`src/hyperspectral_reformat_address_gen_macros.svh`:
```
// Assertion macros shared by the reformat address generator modules.
`ifndef HYPERSPECTRAL_REFORMAT_ADDRESS_GEN_MACROS_SVH
`define HYPERSPECTRAL_REFORMAT_ADDRESS_GEN_MACROS_SVH

// Same-cycle implication, sampled on aclk and switched off while aresetn is low.
`define HRAG_ASSERT_IMP(label, ante, cons) \
    label: assert property (@(posedge aclk) disable iff (!aresetn) (ante) |-> (cons)) \
        else $error("hrag: assertion failed");

// Next-cycle implication, sampled on aclk and switched off while aresetn is low.
`define HRAG_ASSERT_NXT(label, ante, cons) \
    label: assert property (@(posedge aclk) disable iff (!aresetn) (ante) |=> (cons)) \
        else $error("hrag: assertion failed");

`endif

```
`src/hrag_pkg.sv`:
```
// Types and constants shared by the reformat address generator modules.
package hrag_pkg;

    localparam int unsigned AddrW  = 36;
    localparam int unsigned SampW  = 13;
    localparam int unsigned LineW  = 13;
    localparam int unsigned BandW  = 10;
    localparam int unsigned CfgIdxW = 3;

    // Interleave codes.
    localparam logic [1:0] FMT_BIL = 2'd0;
    localparam logic [1:0] FMT_BIP = 2'd1;
    localparam logic [1:0] FMT_BSQ = 2'd2;

    // Configuration register indexes.
    localparam logic [CfgIdxW-1:0] CFG_SRC_FORMAT = 3'd0;
    localparam logic [CfgIdxW-1:0] CFG_DST_FORMAT = 3'd1;
    localparam logic [CfgIdxW-1:0] CFG_ELEM_LOG2  = 3'd2;
    localparam logic [CfgIdxW-1:0] CFG_FRAME_DIMS = 3'd3;
    localparam logic [CfgIdxW-1:0] CFG_ROI_START  = 3'd4;
    localparam logic [CfgIdxW-1:0] CFG_ROI_END    = 3'd5;

    typedef enum logic [1:0] {
        RES_OK         = 2'd0,
        RES_BAD_REGION = 2'd1,
        RES_FINISHED   = 2'd2
    } res_status_t;

    typedef enum logic [1:0] {
        ST_IDLE,
        ST_CALC1,
        ST_CALC2,
        ST_EMIT
    } ctrl_state_t;

    typedef struct packed {
        logic        accept;
        logic        calc1;
        logic        calc2;
        logic        emit;
        res_status_t emit_status;
    } hrag_cmd_t;

    typedef struct packed {
        logic active;
        logic region_ok;
        logic out_free;
    } hrag_stat_t;

endpackage

```
`src/hrag_ctrl.sv`:
```
// Sequencing state machine of the reformat address generator.
`include "hyperspectral_reformat_address_gen_macros.svh"
module hrag_ctrl (
    input  logic               aclk,
    input  logic               aresetn,
    input  logic               in_valid,
    output logic               in_ready,
    input  hrag_pkg::hrag_stat_t stat,
    output hrag_pkg::hrag_cmd_t  cmd
);
    import hrag_pkg::*;

    ctrl_state_t state_reg, state_next;

    always_ff @(posedge aclk) begin
        if (!aresetn) begin
            state_reg <= ST_IDLE;
        end else begin
            state_reg <= state_next;
        end
    end

    always_comb begin
        state_next      = state_reg;
        in_ready        = 1'b0;
        cmd.accept      = 1'b0;
        cmd.calc1       = 1'b0;
        cmd.calc2       = 1'b0;
        cmd.emit        = 1'b0;
        cmd.emit_status = RES_OK;
        case (state_reg)
            ST_IDLE: begin
                in_ready = 1'b1;
                if (in_valid) begin
                    cmd.accept = 1'b1;
                    state_next = ST_CALC1;
                end
            end
            ST_CALC1: begin
                cmd.calc1 = 1'b1;
                if (!stat.active || !stat.region_ok) begin
                    // Error results need no arithmetic; wait only for the output slot.
                    cmd.emit_status = stat.active ? RES_BAD_REGION : RES_FINISHED;
                    if (stat.out_free) begin
                        cmd.emit   = 1'b1;
                        state_next = ST_IDLE;
                    end
                end else begin
                    state_next = ST_CALC2;
                end
            end
            ST_CALC2: begin
                cmd.calc2  = 1'b1;
                state_next = ST_EMIT;
            end
            ST_EMIT: begin
                if (stat.out_free) begin
                    cmd.emit   = 1'b1;
                    state_next = ST_IDLE;
                end
            end
            default: begin
                state_next = ST_IDLE;
            end
        endcase
    end

    `HRAG_ASSERT_NXT(a_accept_starts_calc, in_valid && in_ready, state_reg == ST_CALC1)
    `HRAG_ASSERT_IMP(a_emit_needs_slot, cmd.emit, stat.out_free)
    `HRAG_ASSERT_IMP(a_accept_alone, cmd.accept, !cmd.emit && !cmd.calc1 && !cmd.calc2)

endmodule

```
`src/hrag_datapath.sv`:
```
// Configuration registers, walk counters, address arithmetic and output register.
`include "hyperspectral_reformat_address_gen_macros.svh"
module hrag_datapath #(
    parameter int unsigned MAX_SAMPLES = 4096,
    parameter int unsigned MAX_LINES   = 4096,
    parameter int unsigned MAX_BANDS   = 512
) (
    input  logic                           aclk,
    input  logic                           aresetn,
    input  logic                           cfg_we,
    input  logic [hrag_pkg::CfgIdxW-1:0]   cfg_index,
    input  logic [hrag_pkg::AddrW-1:0]     cfg_data,
    input  logic                           restart,
    input  hrag_pkg::hrag_cmd_t            cmd,
    output hrag_pkg::hrag_stat_t           stat,
    output logic                           out_valid,
    input  logic                           out_ready,
    output logic [hrag_pkg::AddrW-1:0]     out_src_addr,
    output logic [hrag_pkg::AddrW-1:0]     out_dst_addr,
    output logic                           out_last,
    output hrag_pkg::res_status_t          out_status
);
    import hrag_pkg::*;

    logic [1:0]       src_fmt_reg, dst_fmt_reg, elem_log2_reg;
    logic [AddrW-1:0] frame_reg, rstart_reg, rend_reg;

    logic [SampW-1:0] sample_pos_reg;
    logic [LineW-1:0] line_pos_reg;
    logic [BandW-1:0] band_pos_reg;
    logic             active_reg;

    logic [26:0] src_p1_reg, src_p2_reg, dst_p1_reg, dst_p2_reg;
    logic [13:0] src_c_reg, dst_c_reg;
    logic [12:0] src_y_reg, dst_y_reg;
    logic [AddrW-1:0] src_p3_reg, dst_p3_reg;

    logic             out_valid_reg, out_last_reg;
    logic [AddrW-1:0] out_src_reg, out_dst_reg;
    res_status_t      out_status_reg;

    logic [SampW-1:0] fs, st_s, en_s, ext_s;
    logic [LineW-1:0] fl, st_l, en_l, ext_l;
    logic [BandW-1:0] fb, st_b, en_b, ext_b;
    logic [13:0]      s_abs, l_abs;
    logic [10:0]      b_abs;
    logic             region_ok;

    logic [13:0] src_a, src_b, src_c, dst_a, dst_b, dst_c;
    logic [12:0] src_x, src_y, src_z, dst_x, dst_y, dst_z;
    logic [39:0] src_p3_full, dst_p3_full;
    logic [AddrW-1:0] src_idx, dst_idx;

    logic s_wrap, l_wrap, b_wrap;
    logic step_s, step_l, step_b, walk_done;
    logic out_free;

    assign fs   = frame_reg[12:0];
    assign fl   = frame_reg[25:13];
    assign fb   = frame_reg[35:26];
    assign st_s = rstart_reg[12:0];
    assign st_l = rstart_reg[25:13];
    assign st_b = rstart_reg[35:26];
    assign en_s = rend_reg[12:0];
    assign en_l = rend_reg[25:13];
    assign en_b = rend_reg[35:26];

    assign ext_s = en_s - st_s;
    assign ext_l = en_l - st_l;
    assign ext_b = en_b - st_b;

    assign s_abs = {1'b0, st_s} + {1'b0, sample_pos_reg};
    assign l_abs = {1'b0, st_l} + {1'b0, line_pos_reg};
    assign b_abs = {1'b0, st_b} + {1'b0, band_pos_reg};

    assign region_ok = (src_fmt_reg != 2'd3) && (dst_fmt_reg != 2'd3)
                    && ({1'b0, fs} <= 14'(MAX_SAMPLES))
                    && ({1'b0, fl} <= 14'(MAX_LINES))
                    && ({1'b0, fb} <= 11'(MAX_BANDS))
                    && (st_s < en_s) && (en_s <= fs)
                    && (st_l < en_l) && (en_l <= fl)
                    && (st_b < en_b) && (en_b <= fb);

    // Index = a*x*y + b*z + c; x is fs for the source, ext_s for the destination.
    always_comb begin
        src_x = fs;
        case (src_fmt_reg)
            FMT_BIL: begin
                src_a = l_abs;        src_y = {3'b0, fb};
                src_b = {3'b0, b_abs}; src_z = fs;           src_c = s_abs;
            end
            FMT_BIP: begin
                src_a = l_abs;        src_y = {3'b0, fb};
                src_b = s_abs;        src_z = {3'b0, fb};   src_c = {3'b0, b_abs};
            end
            default: begin
                src_a = {3'b0, b_abs}; src_y = fl;
                src_b = l_abs;        src_z = fs;           src_c = s_abs;
            end
        endcase
    end

    always_comb begin
        dst_x = ext_s;
        case (dst_fmt_reg)
            FMT_BIL: begin
                dst_a = {1'b0, line_pos_reg}; dst_y = {3'b0, ext_b};
                dst_b = {4'b0, band_pos_reg}; dst_z = ext_s;
                dst_c = {1'b0, sample_pos_reg};
            end
            FMT_BIP: begin
                dst_a = {1'b0, line_pos_reg};   dst_y = {3'b0, ext_b};
                dst_b = {1'b0, sample_pos_reg}; dst_z = {3'b0, ext_b};
                dst_c = {4'b0, band_pos_reg};
            end
            default: begin
                dst_a = {4'b0, band_pos_reg}; dst_y = ext_l;
                dst_b = {1'b0, line_pos_reg}; dst_z = ext_s;
                dst_c = {1'b0, sample_pos_reg};
            end
        endcase
    end

    assign src_p3_full = src_p1_reg * src_y_reg;
    assign dst_p3_full = dst_p1_reg * dst_y_reg;
    assign src_idx = src_p3_reg + {9'b0, src_p2_reg} + {22'b0, src_c_reg};
    assign dst_idx = dst_p3_reg + {9'b0, dst_p2_reg} + {22'b0, dst_c_reg};

    // Counter carries; the step logic below orders them by destination format.
    assign s_wrap = ({1'b0, sample_pos_reg} + 14'd1) >= {1'b0, ext_s};
    assign l_wrap = ({1'b0, line_pos_reg} + 14'd1) >= {1'b0, ext_l};
    assign b_wrap = ({1'b0, band_pos_reg} + 11'd1) >= {1'b0, ext_b};

    always_comb begin
        case (dst_fmt_reg)
            FMT_BIL: begin
                step_s    = 1'b1;
                step_b    = s_wrap;
                step_l    = s_wrap && b_wrap;
                walk_done = step_l && l_wrap;
            end
            FMT_BIP: begin
                step_b    = 1'b1;
                step_s    = b_wrap;
                step_l    = b_wrap && s_wrap;
                walk_done = step_l && l_wrap;
            end
            default: begin
                step_s    = 1'b1;
                step_l    = s_wrap;
                step_b    = s_wrap && l_wrap;
                walk_done = step_b && b_wrap;
            end
        endcase
    end

    always_ff @(posedge aclk) begin
        if (!aresetn) begin
            src_fmt_reg   <= FMT_BIL;
            dst_fmt_reg   <= FMT_BIL;
            elem_log2_reg <= 2'd0;
            frame_reg     <= '0;
            rstart_reg    <= '0;
            rend_reg      <= '0;
        end else if (cfg_we) begin
            case (cfg_index)
                CFG_SRC_FORMAT: src_fmt_reg   <= cfg_data[1:0];
                CFG_DST_FORMAT: dst_fmt_reg   <= cfg_data[1:0];
                CFG_ELEM_LOG2:  elem_log2_reg <= cfg_data[1:0];
                CFG_FRAME_DIMS: frame_reg     <= cfg_data;
                CFG_ROI_START:  rstart_reg    <= cfg_data;
                CFG_ROI_END:    rend_reg      <= cfg_data;
                default: ;
            endcase
        end
    end

    always_ff @(posedge aclk) begin
        if (!aresetn) begin
            sample_pos_reg <= '0;
            line_pos_reg   <= '0;
            band_pos_reg   <= '0;
            active_reg     <= 1'b0;
        end else if (cmd.accept && restart) begin
            sample_pos_reg <= '0;
            line_pos_reg   <= '0;
            band_pos_reg   <= '0;
            active_reg     <= 1'b1;
        end else if (cmd.emit) begin
            if (cmd.emit_status == RES_OK) begin
                if (step_s) sample_pos_reg <= s_wrap ? '0 : sample_pos_reg + 13'd1;
                if (step_l) line_pos_reg   <= l_wrap ? '0 : line_pos_reg + 13'd1;
                if (step_b) band_pos_reg   <= b_wrap ? '0 : band_pos_reg + 10'd1;
                if (walk_done) active_reg  <= 1'b0;
            end else begin
                active_reg <= 1'b0;
            end
        end
    end

    always_ff @(posedge aclk) begin
        if (cmd.calc1) begin
            src_p1_reg <= src_a * src_x;
            src_p2_reg <= src_b * src_z;
            src_c_reg  <= src_c;
            src_y_reg  <= src_y;
            dst_p1_reg <= dst_a * dst_x;
            dst_p2_reg <= dst_b * dst_z;
            dst_c_reg  <= dst_c;
            dst_y_reg  <= dst_y;
        end
        if (cmd.calc2) begin
            src_p3_reg <= src_p3_full[AddrW-1:0];
            dst_p3_reg <= dst_p3_full[AddrW-1:0];
        end
    end

    assign out_free = !out_valid_reg || out_ready;

    always_ff @(posedge aclk) begin
        if (!aresetn) begin
            out_valid_reg <= 1'b0;
        end else if (cmd.emit) begin
            out_valid_reg <= 1'b1;
        end else if (out_ready) begin
            out_valid_reg <= 1'b0;
        end
    end

    always_ff @(posedge aclk) begin
        if (cmd.emit) begin
            out_status_reg <= cmd.emit_status;
            if (cmd.emit_status == RES_OK) begin
                out_src_reg  <= src_idx << elem_log2_reg;
                out_dst_reg  <= dst_idx << elem_log2_reg;
                out_last_reg <= walk_done;
            end else begin
                out_src_reg  <= '0;
                out_dst_reg  <= '0;
                out_last_reg <= 1'b0;
            end
        end
    end

    assign stat.active    = active_reg;
    assign stat.region_ok = region_ok;
    assign stat.out_free  = out_free;

    assign out_valid    = out_valid_reg;
    assign out_src_addr = out_src_reg;
    assign out_dst_addr = out_dst_reg;
    assign out_last     = out_last_reg;
    assign out_status   = out_status_reg;

    `HRAG_ASSERT_IMP(a_error_result_zero, out_valid_reg && (out_status_reg != RES_OK),
        (out_src_reg == '0) && (out_dst_reg == '0) && !out_last_reg)
    `HRAG_ASSERT_NXT(a_last_ends_walk,
        cmd.emit && (cmd.emit_status == RES_OK) && walk_done, !active_reg)
    `HRAG_ASSERT_NXT(a_bad_region_ends_walk,
        cmd.emit && (cmd.emit_status == RES_BAD_REGION), !active_reg && out_valid_reg)

endmodule

```
`src/hyperspectral_reformat_address_gen.sv`:
```
// Top level of the hyperspectral reformat address generator.
// After acceptance an address pair passes the states CALC1, CALC2 (the two registered
// multiply stages of the index arithmetic) and EMIT before it is registered on the master
// side; a bad-region or walk-finished result is registered from CALC1. Both wait while the
// output slot is not free. A new request is taken only in IDLE, after the last result.
// Reset (aresetn low, synchronous) clears the configuration, the walk counters and the output valid.
module hyperspectral_reformat_address_gen #(
    parameter int unsigned MAX_SAMPLES = 4096,
    parameter int unsigned MAX_LINES   = 4096,
    parameter int unsigned MAX_BANDS   = 512
) (
    input  logic                         aclk,
    input  logic                         aresetn,
    // Configuration write port; index follows the register list, no read-back.
    input  logic                         cfg_we,
    input  logic [hrag_pkg::CfgIdxW-1:0] cfg_index,
    input  logic [hrag_pkg::AddrW-1:0]   cfg_data,
    // Request stream.
    input  logic                         s_axis_tvalid,
    output logic                         s_axis_tready,
    input  logic [7:0]                   s_axis_tdata,   // [0] restart, [7:1] zero
    // Result stream.
    output logic                         m_axis_tvalid,
    input  logic                         m_axis_tready,
    output logic [71:0]                  m_axis_tdata,   // [35:0] src_addr, [71:36] dst_addr
    output logic                         m_axis_tlast,   // last element of the walk
    output logic [1:0]                   m_axis_tuser    // [1:0] status
);
    import hrag_pkg::*;

    // The controller sequences each request through the arithmetic of the datapath:
    // acceptance, a first product stage that also checks the region, a second product
    // stage and the final sum, written to the output register with the step of the walk
    // counters (an error result goes from the first stage). The output register lets a
    // finished result wait for the consumer while the next request is taken.
    hrag_cmd_t   cmd;
    hrag_stat_t  stat;
    res_status_t status;
    logic [AddrW-1:0] src_addr, dst_addr;

    hrag_ctrl u_ctrl (
        .aclk     (aclk),
        .aresetn  (aresetn),
        .in_valid (s_axis_tvalid),
        .in_ready (s_axis_tready),
        .stat     (stat),
        .cmd      (cmd)
    );

    hrag_datapath #(
        .MAX_SAMPLES (MAX_SAMPLES),
        .MAX_LINES   (MAX_LINES),
        .MAX_BANDS   (MAX_BANDS)
    ) u_datapath (
        .aclk         (aclk),
        .aresetn      (aresetn),
        .cfg_we       (cfg_we),
        .cfg_index    (cfg_index),
        .cfg_data     (cfg_data),
        .restart      (s_axis_tdata[0]),
        .cmd          (cmd),
        .stat         (stat),
        .out_valid    (m_axis_tvalid),
        .out_ready    (m_axis_tready),
        .out_src_addr (src_addr),
        .out_dst_addr (dst_addr),
        .out_last     (m_axis_tlast),
        .out_status   (status)
    );

    // Source address in the low half of the data word, destination in the high half.
    assign m_axis_tdata = {dst_addr, src_addr};
    assign m_axis_tuser = status;

endmodule
```
`config.mk`:
```
export PLATFORM = sky130hd
export DESIGN_NAME = hyperspectral_reformat_address_gen
export DESIGN_NICKNAME = d
export VERILOG_FILES = /design/src/hrag_pkg.sv /design/src/hrag_ctrl.sv /design/src/hrag_datapath.sv /design/src/hyperspectral_reformat_address_gen.sv
export VERILOG_INCLUDE_DIRS = /design/src /design/src/src
export SDC_FILE = /design/constraint.sdc
export NUM_CORES = 2
export LEC_CHECK = 0
export BUFFER_PORTS_ARGS = -buffer_cell sky130_fd_sc_hd__buf_4
export CAP_MARGIN = 20
export CORE_ASPECT_RATIO = 0.9
export CORE_UTILIZATION = 62
export CTS_BUF_LIST = sky130_fd_sc_hd__clkbuf_8
export CTS_CLUSTER_DIAMETER = 100
export DETAILED_ROUTE_END_ITERATION = 7
export GPL_TIMING_DRIVEN = 0
export PLACE_DENSITY = 0.82
export SLEW_MARGIN = 20
export SYNTH_ARGS = -nofsm -noshare
export SYNTH_HDL_FRONTEND = slang
export SYNTH_HIERARCHICAL = 1
export SYNTH_SLANG_ARGS = --single-unit
```
`constraint.sdc`:
```
create_clock -name aclk -period 16.05 [get_ports aclk]
set_input_delay 0.8025 -clock aclk [delete_from_list [all_inputs] [get_ports aclk]]
set_output_delay 0.8025 -clock aclk [all_outputs]
set_load 0.05 [all_outputs]
```
Yosys cells after proc, flatten, opt, wreduce, memory -nomap -nowiden
Index checks and enable logic that the tools add are counted.
{"block": "op_classes", "add_sub_neg": 16, "multipliers": 6, "div": 0, "n_lt_le_gt_ge": 12, "eq_ne": 14, "shifts": 2, "n_mux": 37, "n_bitwise": 1, "n_reduce_logical": 40}
{"op": "$add 36x14->36", "count": 2}
{"op": "$add 36x27->36", "count": 2}
{"op": "$mul 27x13->36", "count": 2}
{"op": "$shl 36x2->36", "count": 2}
{"op": "$mux 13", "count": 5}
{"op": "$mul 14x13->27", "count": 2}
{"op": "$mul 13x13->26", "count": 2}
{"op": "$mux 10", "count": 4}
{"op": "$add 13x1->14 const B", "count": 2}
{"op": "$add 13x13->14", "count": 2}
{"op": "$ge 14x13->1", "count": 2}
{"op": "$pmux 14 s2", "count": 1}
{"op": "$add 13x1->13 const B", "count": 2}
{"op": "$le 13x13->1", "count": 2}
{"op": "$le 13x13->1 const B", "count": 2}
{"op": "$lt 13x13->1", "count": 2}
{"op": "$pmux 13 s2", "count": 1}
{"op": "$sub 13x13->13", "count": 2}
{"op": "$logic_and 1x1->1", "count": 15}
{"op": "$mux 1", "count": 15}
{"op": "$mux 14", "count": 1}
{"op": "$reduce_and 2->1", "count": 7}
{"op": "$add 10x1->11 const B", "count": 1}
{"op": "$add 10x10->11", "count": 1}
{"op": "26 further kinds", "count": 49}
{"block": "word_totals", "register_bits": 463, "latch_bits": 0, "ram_bits": 0, "mem_bits_ro": 0, "input_bits": 52, "output_inout_bits": 77, "wordCells": 158, "mem_count": 0}

Depth between registers and ports, before layout
{"block": "depth", "depth_word": 19, "mapped_depth": 35, "depth_no_buf": 35}

By module
Netlist, hierarchy kept.
{"mod": "hrag_datapath", "instances": 1, "cells_per_inst": 7792, "area_each_um2": 69905.8, "seq_area_each_um2": 12291.8}
{"mod": "hrag_ctrl", "instances": 1, "cells_per_inst": 18, "area_each_um2": 145.1, "seq_area_each_um2": 40.0}

Worst setup path before layout
Ideal clock, no wire load.
{"block": "synth_timing", "path_kind": "register to register", "startpoint": "reg u_datapath.band_pos_reg[0]", "endpoint": "reg u_datapath.src_p1_reg[25], data pin", "setup_time_ns": 0.258, "arrival_time_ns": 7.491, "t_required_ns": 15.792, "slack_ns": 8.301, "path_stages_with_launch": 35, "n_path_buf": 1, "synth_period_minus_slack_ns": 7.749, "cell_sequence": "dfxtp_1 > ha_1 > fa_1 > a21oi_1 > nor2_1 > nor2_1 > o21bai_1 > a21oi_1 > o21bai_1 > a21oi_1 > xnor2_1 > nor2_1 > a21oi_1 > clkbuf_1 > nand2_1 > fa_1 > inv_1 > fa_1 > fa_1 > inv_1 > fa_1 > inv_1 > fa_1 > ha_1 > o21ai_1 > nand2b_1 > a21oi_1 > a31oi_1 > a41o_1 > o221a_1 > a41o_1 > or4_1 > a41o_1 > a21oi_2 > xnor2_1"}
{"block": "synth_via", "elab_chain_cells": 3}
{"item": "start, declared", "line_no": "hrag_datapath.sv:30", "rtl": "logic [BandW-1:0] band_pos_reg;"}
{"item": "start signal, assigned", "line_no": "hrag_datapath.sv:193", "rtl": "if (step_b) band_pos_reg <= b_wrap ? '0 : band_pos_reg + 10'd1;"}
{"item": "$add 10x10->11", "line_no": "hrag_datapath.sv:74", "rtl": "assign b_abs = {1'b0, st_b} + {1'b0, band_pos_reg};"}
{"item": "$mux 14", "line_no": "hrag_datapath.sv:87", "rtl": "case (src_fmt_reg)"}
{"item": "$mul 14x13->27", "line_no": "hrag_datapath.sv:203", "rtl": "src_p1_reg <= src_a * src_x;"}
{"item": "end signal, assigned", "line_no": "hrag_datapath.sv:203"}
{"item": "end, declared", "line_no": "hrag_datapath.sv:33", "rtl": "logic [26:0] src_p1_reg, src_p2_reg, dst_p1_reg, dst_p2_reg;"}
No other way between the ends.
A chain may end at the register's enable or synchronous reset.

Worst setup path in the final report
{"block": "layout_timing", "startpoint": "reg u_datapath.rstart_reg[1]", "endpoint": "reg u_datapath.dst_p2_reg[23], data pin"}
{"block": "layout_via", "elab_chain_cells": 3}
{"item": "start, declared", "line_no": "hrag_datapath.sv:26", "rtl": "logic [AddrW-1:0] frame_reg, rstart_reg, rend_reg;"}
{"item": "start signal, assigned", "line_no": "hrag_datapath.sv:171", "rtl": "CFG_ROI_START: rstart_reg <= cfg_data;"}
{"item": "$sub 13x13->13", "line_no": "hrag_datapath.sv:68", "rtl": "assign ext_s = en_s - st_s;"}
{"item": "$mux 13", "line_no": "hrag_datapath.sv:105", "rtl": "case (dst_fmt_reg)"}
{"item": "$mul 13x13->26", "line_no": "hrag_datapath.sv:208", "rtl": "dst_p2_reg <= dst_b * dst_z;"}
{"item": "end signal, assigned", "line_no": "hrag_datapath.sv:208"}
{"item": "end, declared", "line_no": "hrag_datapath.sv:33"}
No other way between the ends.

==> impl_metrics.env <==
export IMPL_ir_worst_vdd_mv=0.124
export IMPL_end_kind="flip-flop"
export IMPL_power_leakage_uw=0.0349
export IMPL_p_int_uw=3160
export IMPL_htree_num_levels=3
export IMPL_syn_inst=7810
export IMPL_pin_count=129
export IMPL_crit_family="adder cells"
export IMPL_die_w_um=356
export IMPL_vias=57200
export IMPL_nets=9814
export IMPL_synth_top_cell_by_area="fa_1"
export IMPL_grt_max_degree=38
export IMPL_start_util_pct=62.8
export IMPL_period_needed_ns=9.65
export IMPL_grt_pass1_wl_um=323000
export IMPL_drv_slew=0
export IMPL_cts_sinks=462
export IMPL_viasPerCell=5.98
export IMPL_post_route_util_pct=66.9
export IMPL_synth_area_leaders="fa_1, edfxtp_1, ha_1, nand2_1, inv_1"
export IMPL_fin_tns_setup_ns=0
export IMPL_cp_max_fo=10
export IMPL_core_region_area_um2=112000
export IMPL_p_sw_share_pct=44.6
export IMPL_failed_checks="design-rule violations"
export IMPL_dieHeight_um=321
export IMPL_dp_hpwl_um=174000
export IMPL_hold_violations=0
export IMPL_clockBufferDepth=3
export IMPL_ys_flop_type="edfxtp_1"
export IMPL_p_switching_uw=2540
export IMPL_ys_ff_latch=462
export IMPL_drv_cap=0
export IMPL_hold_buffers=0
export IMPL_start_kind="flip-flop"
export IMPL_holdCritPathClass="in2reg"
export IMPL_post_place_ws_ns=6.65
export IMPL_r2r_cells=34
export IMPL_die_area_um2=114000
export IMPL_cts_buffers=80
export IMPL_fillers=8605
export IMPL_skew_ns=0.0546
export IMPL_layout_cells_non_filler=9570
export IMPL_arrival_ns=10.12
export IMPL_gr_usage_all_layers_pct=37.1
export IMPL_layout_drive_gt1_share_pct=4.00
export IMPL_area_growth_pct=6.60
export IMPL_whs_path_depth=3
export IMPL_route_detailed_drc=34
export IMPL_reg2reg_to="u_datapath/dst_p2_reg[23]$_DFFE_PP_"
export IMPL_r2r_slack_ns=6.40
export IMPL_placed_cells=9416
export IMPL_rsz0062_at_grt="false"
export IMPL_synth_top_area_share_pct=31.0
export IMPL_wire_per_inst_um=21.9
export IMPL_maxSlewHeadroom_pct=12.6
export IMPL_grt_overflow=0
export IMPL_dr_first_iter_drc_count=6614
export IMPL_rows=116
export IMPL_post_synth_cell_area_avg_um2=8.97
export IMPL_r2r_start="u_datapath/rstart_reg[1]$_SDFFE_PN0P_"
export IMPL_cts_tree="done"
export IMPL_p_comb_share_pct=55.3
export IMPL_port_buffers=119
export IMPL_antenna_found_initial=16
export IMPL_path_class="reg2reg"
export IMPL_ys_warn_count=6
export IMPL_crit_path_top_delay_cell="xnor2_2"
export IMPL_cts_root_buf="clkbuf_8"
export IMPL_gp_congestion=1.05
export IMPL_cts_resized=0
export IMPL_regArea_um2=12300
export IMPL_worstHoldStart="cfg_data[20]"
export IMPL_dr_pass1_iters=8
export IMPL_ys_types=96
export IMPL_worstMarginPinSlew_ns=1.31
export IMPL_p_clk_share_pct=18.9
export IMPL_multi_input_area_um2=51600
export IMPL_grt_pass1_vias=58200
export IMPL_powerDensity_nw_per_um2=76.3
export IMPL_drt_total_wl_um=209000
export IMPL_ant_nets=0
export IMPL_outcome="finished, violations left"
export IMPL_setup_slack_ns=6.40
export IMPL_pwr_share_seq_pct=25.8
export IMPL_cp_num_buf_inv=6
export IMPL_synth_nets=9601
export IMPL_setup_viol=0
export IMPL_timing_final_crit_share_pct=60.1
export IMPL_synth_edff_count=308
export IMPL_ys_seq_area_share_pct=17.6
export IMPL_fmax_mhz=104
export IMPL_slowest_delay_ns=0.67
export IMPL_syn_area_um2=70100
export IMPL_hold_end="u_datapath/rend_reg[20]$_SDFFE_PN0P_"
export IMPL_insertion_delay_ns=0.80
export IMPL_async_reset_ff_share_pct=0
export IMPL_post_cts_buffers=0
export IMPL_clk_pin_slew_ns=0.06
export IMPL_crit_required_ns=16.52
final cells by class:
class | count | share of cell area (%)
Antenna cell | 16 | 0.0536
Buffer | 340 | 1.75
Clock buffer | 85 | 1.57
Clock inverter | 53 | 0.496
Inverter | 1295 | 6.51
Multi-Input combinational cell | 5713 | 69.1
Sequential cell | 462 | 16.5
Tap cell | 1475 | 2.47
Timing Repair Buffer | 131 | 1.54
worst register-to-register path: cells and delay by family (launching register included):
family | cells | cell delay [ns]
AO/OA/AOI/OAI | 11 | 2.24
XOR/XNOR | 2 | 1.19
adder cells (fa/ha/maj) | 7 | 2.53
buffers and inverters | 6 | 1.08
multiplexers | 1 | 0.40
flip-flops | 1 | 0.48
AND/OR/NAND/NOR | 7 | 1.42
per-layer routing:
metal	routed length [um]	GRT usage, %	share of wire (%)	up-vias
met1	80800	49.4	39	27600
met5	109	0	0.052	-
met2	86300	53.7	41	3724
met4	10600	16.7	5.1	10
met3	31300	13.9	15	702
li1	-	-	-	25200
power groups by stage:
| stage | sequential [uW] | clock (uW) | combinational, uW |
|---|---|---|---|
| global route | 1470 | 1140 | 3430 |
| global placement | 1500 | 0 | 2950 |
| CTS | 1470 | 1090 | 3070 |
| detailed placement | 1490 | 0 | 3050 |
| finish | 1470 | 1080 | 3150 |
| floorplan | 1520 | 0 | 2110 |
cells in the final DEF (no fill, tap or decap), types with 201 or more instances in the layout:
| cell | synthesis | routed |
|---|---|---|
| fa_1 | 1083 | 1083 |
| a21oi_1 | 274 | 274 |
| nor2_1 | 440 | 438 |
| ha_1 | 656 | 656 |
| edfxtp_1 | 308 | 308 |
| clkbuf_1 | 312 | 312 |
| inv_1 | 1286 | 1304 |
| nand2_1 | 1348 | 1348 |
| and2_1 | 308 | 308 |
| xnor2_1 | 201 | 201 |
metrics by stage:
| step | hold WS [ns] | power (uW) | area, um2 |
|---|---|---|---|
| 6_report | 0.273 | 5700 | 74700 |
| 3_5_place_dp | 0.447 | 4550 | 73100 |
| 3_3_place_gp | 0.440 | 4450 | 72800 |
| 4_1_cts | 0.221 | 5630 | 74600 |
| 5_1_grt | 0.254 | 6040 | 74700 |
| 2_1_floorplan | 0.435 | 3640 | 70100 |
cell usage after synthesis, types with 65 or more instances:
cell type	n
clkbuf_1	312
dfxtp_1	154
nor2_1	440
and2_1	308
nand2_1	1348
inv_1	1286
a21boi_0	88
xnor2_1	201
nand2b_1	73
ha_1	656
mux2i_1	66
fa_1	1083
a21o_1	119
edfxtp_1	308
nand3_1	89
nor2b_1	65
xor2_1	96
o21ai_1	77
a21oi_1	274
o21ai_0	123
logic make-up (layout without fill, tap and decap cells):
group,Yosys count,after routing,share of synthesized area [%]
fa+ha+maj,1739,1739,42.7
mux,85,85,1.25
simple gates,2549,2549,16.2
buf+inv,1635,1904,8.80
other cells,0,16,0
compound gates,1042,1042,9.75
xor+xnor,298,298,3.74
flops,462,462,17.6
worst max path at each step:
stage,endpoint,start,cells past startpoint,slack (ns)
after floorplan,u_datapath/src_p1_reg[25]$_DFFE_PP_,u_datapath/band_pos_reg[0]$_SDFFE_PP0P_,34,8.30
after global placement,u_datapath/band_pos_reg[2]$_SDFFE_PP0P_,u_datapath/rstart_reg[1]$_SDFFE_PN0P_,21,6.25
after detailed placement,u_datapath/dst_p2_reg[25]$_DFFE_PP_,u_datapath/rstart_reg[1]$_SDFFE_PN0P_,32,6.65
after CTS,u_datapath/dst_p2_reg[25]$_DFFE_PP_,u_datapath/rstart_reg[1]$_SDFFE_PN0P_,32,6.56
after global routing,u_datapath/dst_p2_reg[25]$_DFFE_PP_,u_datapath/rstart_reg[1]$_SDFFE_PN0P_,34,6.08
final,u_datapath/dst_p2_reg[23]$_DFFE_PP_,u_datapath/rstart_reg[1]$_SDFFE_PN0P_,34,6.40
(Power assumes the default switching activity.)
